**src/rtl/bqlp_pkg.sv**
```systemverilog
// Package for the biquad low-pass stereo ring writer: widths, payload structs,
// register indexes and the coefficient bundle. No dependencies.
`default_nettype none

package bqlp_pkg;

  localparam int SAMPLE_W   = 16;
  localparam int COEF_W     = 18;
  localparam int HIST_W     = 32;
  localparam int RING_W     = 16;
  localparam int CFG_W      = 18;
  localparam int CFG_ADDR_W = 3;

  // product and accumulator widths
  localparam int FF_PROD_W = COEF_W + SAMPLE_W;  // b * x
  localparam int FB_PROD_W = COEF_W + HIST_W;    // a * y
  localparam int ACC_W     = FB_PROD_W + 3;      // five-term sum, exact
  localparam int FRAC_DROP = 16;                 // Q.31 -> Q.15
  localparam int RND_W     = ACC_W - FRAC_DROP;

  localparam logic signed [ACC_W-1:0] RND_HALF = ACC_W'(64'sd32768);
  localparam logic signed [RND_W-1:0] HIST_MAX = RND_W'(64'sd2147483647);
  localparam logic signed [RND_W-1:0] HIST_MIN = RND_W'(-64'sd2147483648);
  localparam logic signed [HIST_W-1:0] PCM_MAX = HIST_W'(32'sd32767);
  localparam logic signed [HIST_W-1:0] PCM_MIN = HIST_W'(-32'sd32768);

  localparam int FIFO_DEPTH = 2;
  localparam int FIFO_PTR_W = $clog2(FIFO_DEPTH);
  localparam int FIFO_CNT_W = $clog2(FIFO_DEPTH + 1);

  typedef enum logic [CFG_ADDR_W-1:0] {
    REG_FEED0 = 3'd0,
    REG_FEED1 = 3'd1,
    REG_FEED2 = 3'd2,
    REG_BACK1 = 3'd3,
    REG_BACK2 = 3'd4,
    REG_RING  = 3'd5
  } cfg_reg_t;

  typedef struct packed {
    logic signed [SAMPLE_W-1:0] sample;
    logic                       block_end;
  } in_item_t;

  typedef struct packed {
    logic signed [SAMPLE_W-1:0] pcm;
    logic [RING_W-1:0]          ring_index;
    logic                       channel;
    logic                       clipped;
    logic                       last;
    logic                       block_done;
  } out_item_t;

  typedef struct packed {
    logic signed [COEF_W-1:0] feed0;
    logic signed [COEF_W-1:0] feed1;
    logic signed [COEF_W-1:0] feed2;
    logic signed [COEF_W-1:0] back1;
    logic signed [COEF_W-1:0] back2;
    logic [RING_W-1:0]        ring_size;
  } coef_t;

  // head of the input queue as seen by the filter engine
  typedef struct packed {
    logic     valid;
    in_item_t item;
  } q_head_t;

endpackage

`default_nettype wire

```
**src/rtl/bqlp_front.sv**
```systemverilog
// Input side: a two-entry queue of accepted samples ahead of the filter engine.
// Depends on bqlp_pkg.
`default_nettype none

module bqlp_front (
  input  wire logic               clk,
  input  wire logic               rst_n,
  input  wire logic               push,
  input  wire bqlp_pkg::in_item_t item,
  output logic                    full,
  output bqlp_pkg::q_head_t       head,
  input  wire logic               pop
);
  import bqlp_pkg::*;

  in_item_t                mem [FIFO_DEPTH];
  logic [FIFO_PTR_W-1:0]   wr_ptr_r, rd_ptr_r;
  logic [FIFO_CNT_W-1:0]   count_r;
  logic                    wr_en, rd_en;

  assign full  = (count_r == FIFO_CNT_W'(FIFO_DEPTH));
  assign wr_en = push && !full;
  assign rd_en = pop && (count_r != '0);

  assign head.valid = (count_r != '0);
  assign head.item  = mem[rd_ptr_r];

  always_ff @(posedge clk) begin
    if (wr_en) begin
      mem[wr_ptr_r] <= item;
    end
  end

  always_ff @(posedge clk) begin
    if (!rst_n) begin
      wr_ptr_r <= '0;
      rd_ptr_r <= '0;
      count_r  <= '0;
    end else begin
      if (wr_en) begin
        wr_ptr_r <= wr_ptr_r + FIFO_PTR_W'(1);
      end
      if (rd_en) begin
        rd_ptr_r <= rd_ptr_r + FIFO_PTR_W'(1);
      end
      case ({wr_en, rd_en})
        2'b10:   count_r <= count_r + FIFO_CNT_W'(1);
        2'b01:   count_r <= count_r - FIFO_CNT_W'(1);
        default: count_r <= count_r;
      endcase
    end
  end

endmodule

`default_nettype wire

```
**config.mk**
```make
export PLATFORM = sky130hd
export DESIGN_NAME = bqlp_front
export DESIGN_NICKNAME = d
export VERILOG_FILES = /design/src/rtl/bqlp_pkg.sv /design/src/rtl/bqlp_front.sv
export SDC_FILE = /design/constraint.sdc
export NUM_CORES = 1
export LEC_CHECK = 0
export ABC_AREA = 1
export BUFFER_PORTS_ARGS = -buffer_cell sky130_fd_sc_hd__buf_2
export CORE_ASPECT_RATIO = 2
export CORE_MARGIN = 5
export CORE_UTILIZATION = 50
export CTS_CLUSTER_DIAMETER = 30
export DETAILED_ROUTE_END_ITERATION = 8
export GPL_TIMING_DRIVEN = 0
export PLACE_DENSITY = 0.83
export SLEW_MARGIN = 20
export SYNTH_ARGS = -nofsm -noshare
export SYNTH_HDL_FRONTEND = slang
export SYNTH_SLANG_ARGS = --single-unit
```
**constraint.sdc**
```tcl
create_clock -name clk -period 2.1 [get_ports clk]
set_input_delay 0.315 -clock clk [delete_from_list [all_inputs] [get_ports clk]]
set_output_delay 0.315 -clock clk [all_outputs]
set_load 0.02 [all_outputs]
```
==> qor.csv <==
stage,metric,value,unit
worst_setup_path,cp_slowest_cell,nor2_2,
grt,antenna_found_initial,0,
finish,final_nets,159,
clock_network,numCtsBuffers,5,
synthesis,syn_area,1530,sq um
die,fp.dieW,49.1,microns
synthesis,yosysTopAreaCell,edfxtp_1,
placed_design,numPortBuffers,39,
synthesis,yosys.area_share.adder,0.820,%
finish,antenna_cells,0,
power,p_leak,0.000779,uW
drt,drt_first_iter_violations,31,
placed_design,postPlaceCellArea,1760,sq um
clock_network,holdBufCountCts,0,
timing,finalSetupViolCount,0,
drt,wirelength,2580,microns
worst_setup_path,required,2.02,ns
clock_network,cts-root-buf,clkbuf_8,
worst_setup_path,crit_path_end_kind,register,
worst_setup_path,crit_start,count_r[1]$_SDFFE_PN0P_,
worst_setup_path,r2r-end,mem[0][2]$_DFFE_PP_,
outcome,status,"complete, no violations",
worst_setup_path,r2r_start,count_r[1]$_SDFFE_PN0P_,
placed_design,dpl.hpwl,2030,microns
synthesis,netlist-cell-type-count,16,
worst_setup_path,rr_worst_depth,5,
timing,maxClockFrequency,555,MHz
power,power.total,2130,uW
worst_setup_path,cp-endpoint,mem[0][2]$_DFFE_PP_,
worst_setup_path,crit_arrival,1.72,ns
synthesis,yosys.area_share.simple,5.82,%
synthesis,yosysSeqAreaShare,73.4,%
timing,period_share,85.8,%
timing,skew,0.00742,ns
drt,dr_total_vias,879,
timing,finalSetupTns,0,ns
timing,rsz0062_at_grt,false,
worst_setup_path,r2r_slack,0.30,ns
grt,grt_max_degree,18,
clock_network,cts_tree,done,
finish,stdcell_area,1870,sq um
worst_setup_path,slowest_delay,0.67,ns
finish,syn_to_final_growth,22.8,%
worst_setup_path,crit_chain,inv_1 -> nor2_2 -> nor2_1 -> inv_1 -> nor2_2,
power,peakVddDrop,0.807,mV
die,initial_core_util,51.9,%
clock_network,clk_pin_slew_worst_paths,0.08,ns
die,dieArea,4330,sq um
timing,drv_slew,0,
drt,drc_errors,0,
worst_setup_path,cp-start-kind,register,
worst_setup_path,crit_fanout,17,
clock_network,cts_max_level,2,
synthesis,syn_nets,113,
worst_hold_path,hold_path_class,in -> reg,
worst_setup_path,cp_top_family,simple AND/OR/NAND/NOR gates,
timing,hold_viol,0,
finish,nFillCells,243,
synthesis,syn_area_per_cell,16.8,sq um
timing,tightest_slew,0.866,ns
synthesis,synth_top_cell_area_share,66.9,%
die,ios,40,
drt,ant_nets,0,
synthesis,synth_compound_area_share,1.15,%
synthesis,synth_top_family_by_area,multiplexers,
die,die_h,88.1,microns
grt,grt_pass1_wl,4190,microns
finish,drive_above_1_share,49.3,%
die,placementRows,28,
worst_setup_path,cp_num_buf_inv,2,
drt,first_pass_iters,4,
synthesis,synth.area.top_cells,"edfxtp_1 67%, mux2_4 9.8%, dfxtp_1 6.6%",
synthesis,synthMuxAreaShare,15.0,%
job,maxCapViolations,0,
grt,grt.overflow.total,0,
synthesis,syn_inst,91,
clock_network,clk_latency,0.29,ns
synthesis,ys_warn_count,0,
clock_network,post_cts_buffers,0,
clock_network,cts_sinks,39,
timing,slew-limit-headroom,42.2,%
worst_setup_path,crit_cells,5,
clock_network,cts.path.max_buffers,2,
placed_design,gp_congestion,0.708,
drt,wl_per_cell,15.4,microns
grt,track_usage,13.3,%
timing,min_period,1.80,ns
worst_setup_path,path_class,reg -> reg,
synthesis,synth_xor_area_share,0,%
drt,viasPerCell,5.23,
clock_network,ctsResizeCount,0,
die,core,2940,sq um
power,powerDensity,1130,nW/um^2
synthesis,yosys_register_bits,39,
grt,grt_pass1_vias,934,
## cells in the final DEF, fill, tap and decap left out, types with 2 or more instances in the layout
cell type	n
clkbuf_8	5
buf_2	39
nand2_1	8
edfxtp_1	34
nor2_2	2
dfxtp_1	5
mux2_2	7
inv_1	7
nor2_1	10
mux2_4	10
## cell usage after synthesis
cell type  count
edfxtp_1      34
nor2_1        11
mux2_4        10
nand2_1        8
inv_1          7
mux2_2         7
dfxtp_1        5
a21oi_1        1
buf_12         1
buf_6          1
ha_1           1
nand3_1        1
nand4_1        1
nor2_2         1
o21a_1         1
o21ai_0        1
## area by class of cell
| class | instances | area [sq um] | share of cell area [%] |
|---|---|---|---|
| inverters | 7 | 26.3 | 1.40 |
| clock inverters | 3 | 43.8 | 2.34 |
| well taps | 30 | 37.5 | 2.00 |
| clock buffers | 5 | 68.8 | 3.67 |
| flip-flops and latches | 39 | 1120 | 59.8 |
| plain buffers | 2 | 31.3 | 1.67 |
| multi-input cells | 43 | 350 | 18.7 |
| repair buffers | 39 | 195 | 10.4 |
## layer usage
| layer | wire length (microns) | vias up | share of wire [%] | GRT usage, % |
|---|---|---|---|---|
| li1 | - | 419 | - | - |
| met2 | 1480 | 33 | 57 | 25.1 |
| met4 | 78 | 0 | 3.0 | 8.82 |
| met3 | 188 | 7 | 7.3 | 3.92 |
| met1 | 830 | 420 | 32 | 11.4 |
| met5 | 0 | - | 0 | 0 |
## worst min path at each step
stage / from / end / slack (ns) / cells after the start
CTS: item[10] / mem[0][10]$_DFFE_PP_ / 0.20 / 1
global placement: rd_ptr_r$_SDFFE_PN0P_ / rd_ptr_r$_SDFFE_PN0P_ / 0.48 / 2
detailed placement: rd_ptr_r$_SDFFE_PN0P_ / register / 0.49 / 2
global route: item[10] / mem[0][10]$_DFFE_PP_ / 0.19 / 1
finish: item[5] / mem[1][5]$_DFFE_PP_ / 0.21 / 1
floorplan: item[0] / mem[0][0]$_DFFE_PP_ / 0.41 / 0
## worst reg2reg max path, cell delays in order (launching register included)
cell and delay, ns:
dfxtp_1 0.34, inv_1 0.11, nor2_2 0.04, nor2_1 0.17
inv_1 0.10, nor2_2 0.67
## kinds of logic after synthesis
family | Yosys count
adders and majority gates | 1
muxes | 17
and+or+nand+nor | 22
DFF | 39
AOI/OAI and AO/OA | 3
buffers and inverters | 9
## state kept, by name, indices dropped and copies added, names as in the netlist, named ones only
register,cells
count_r,2
wr_ptr_r,1
mem,34
rd_ptr_r,1
## metrics by stage
step	hold WS, ns	utilization [%]	worst slack, ns	instances
finish	0.207	63.7	0.298	168
global route	0.190	63.7	0.150	168
CTS	0.199	63.7	0.279	168
detailed placement	0.491	59.9	0.291	160
floorplan	0.414	-	0.275	91
global placement	0.481	59.8	0.0168	160
## report_power, final
group          internal, uW  switching (uW)
combinational           230             308
clock                   353             248
sequential              949            38.5
No activity file was read; power rests on OpenSTA's default activity.
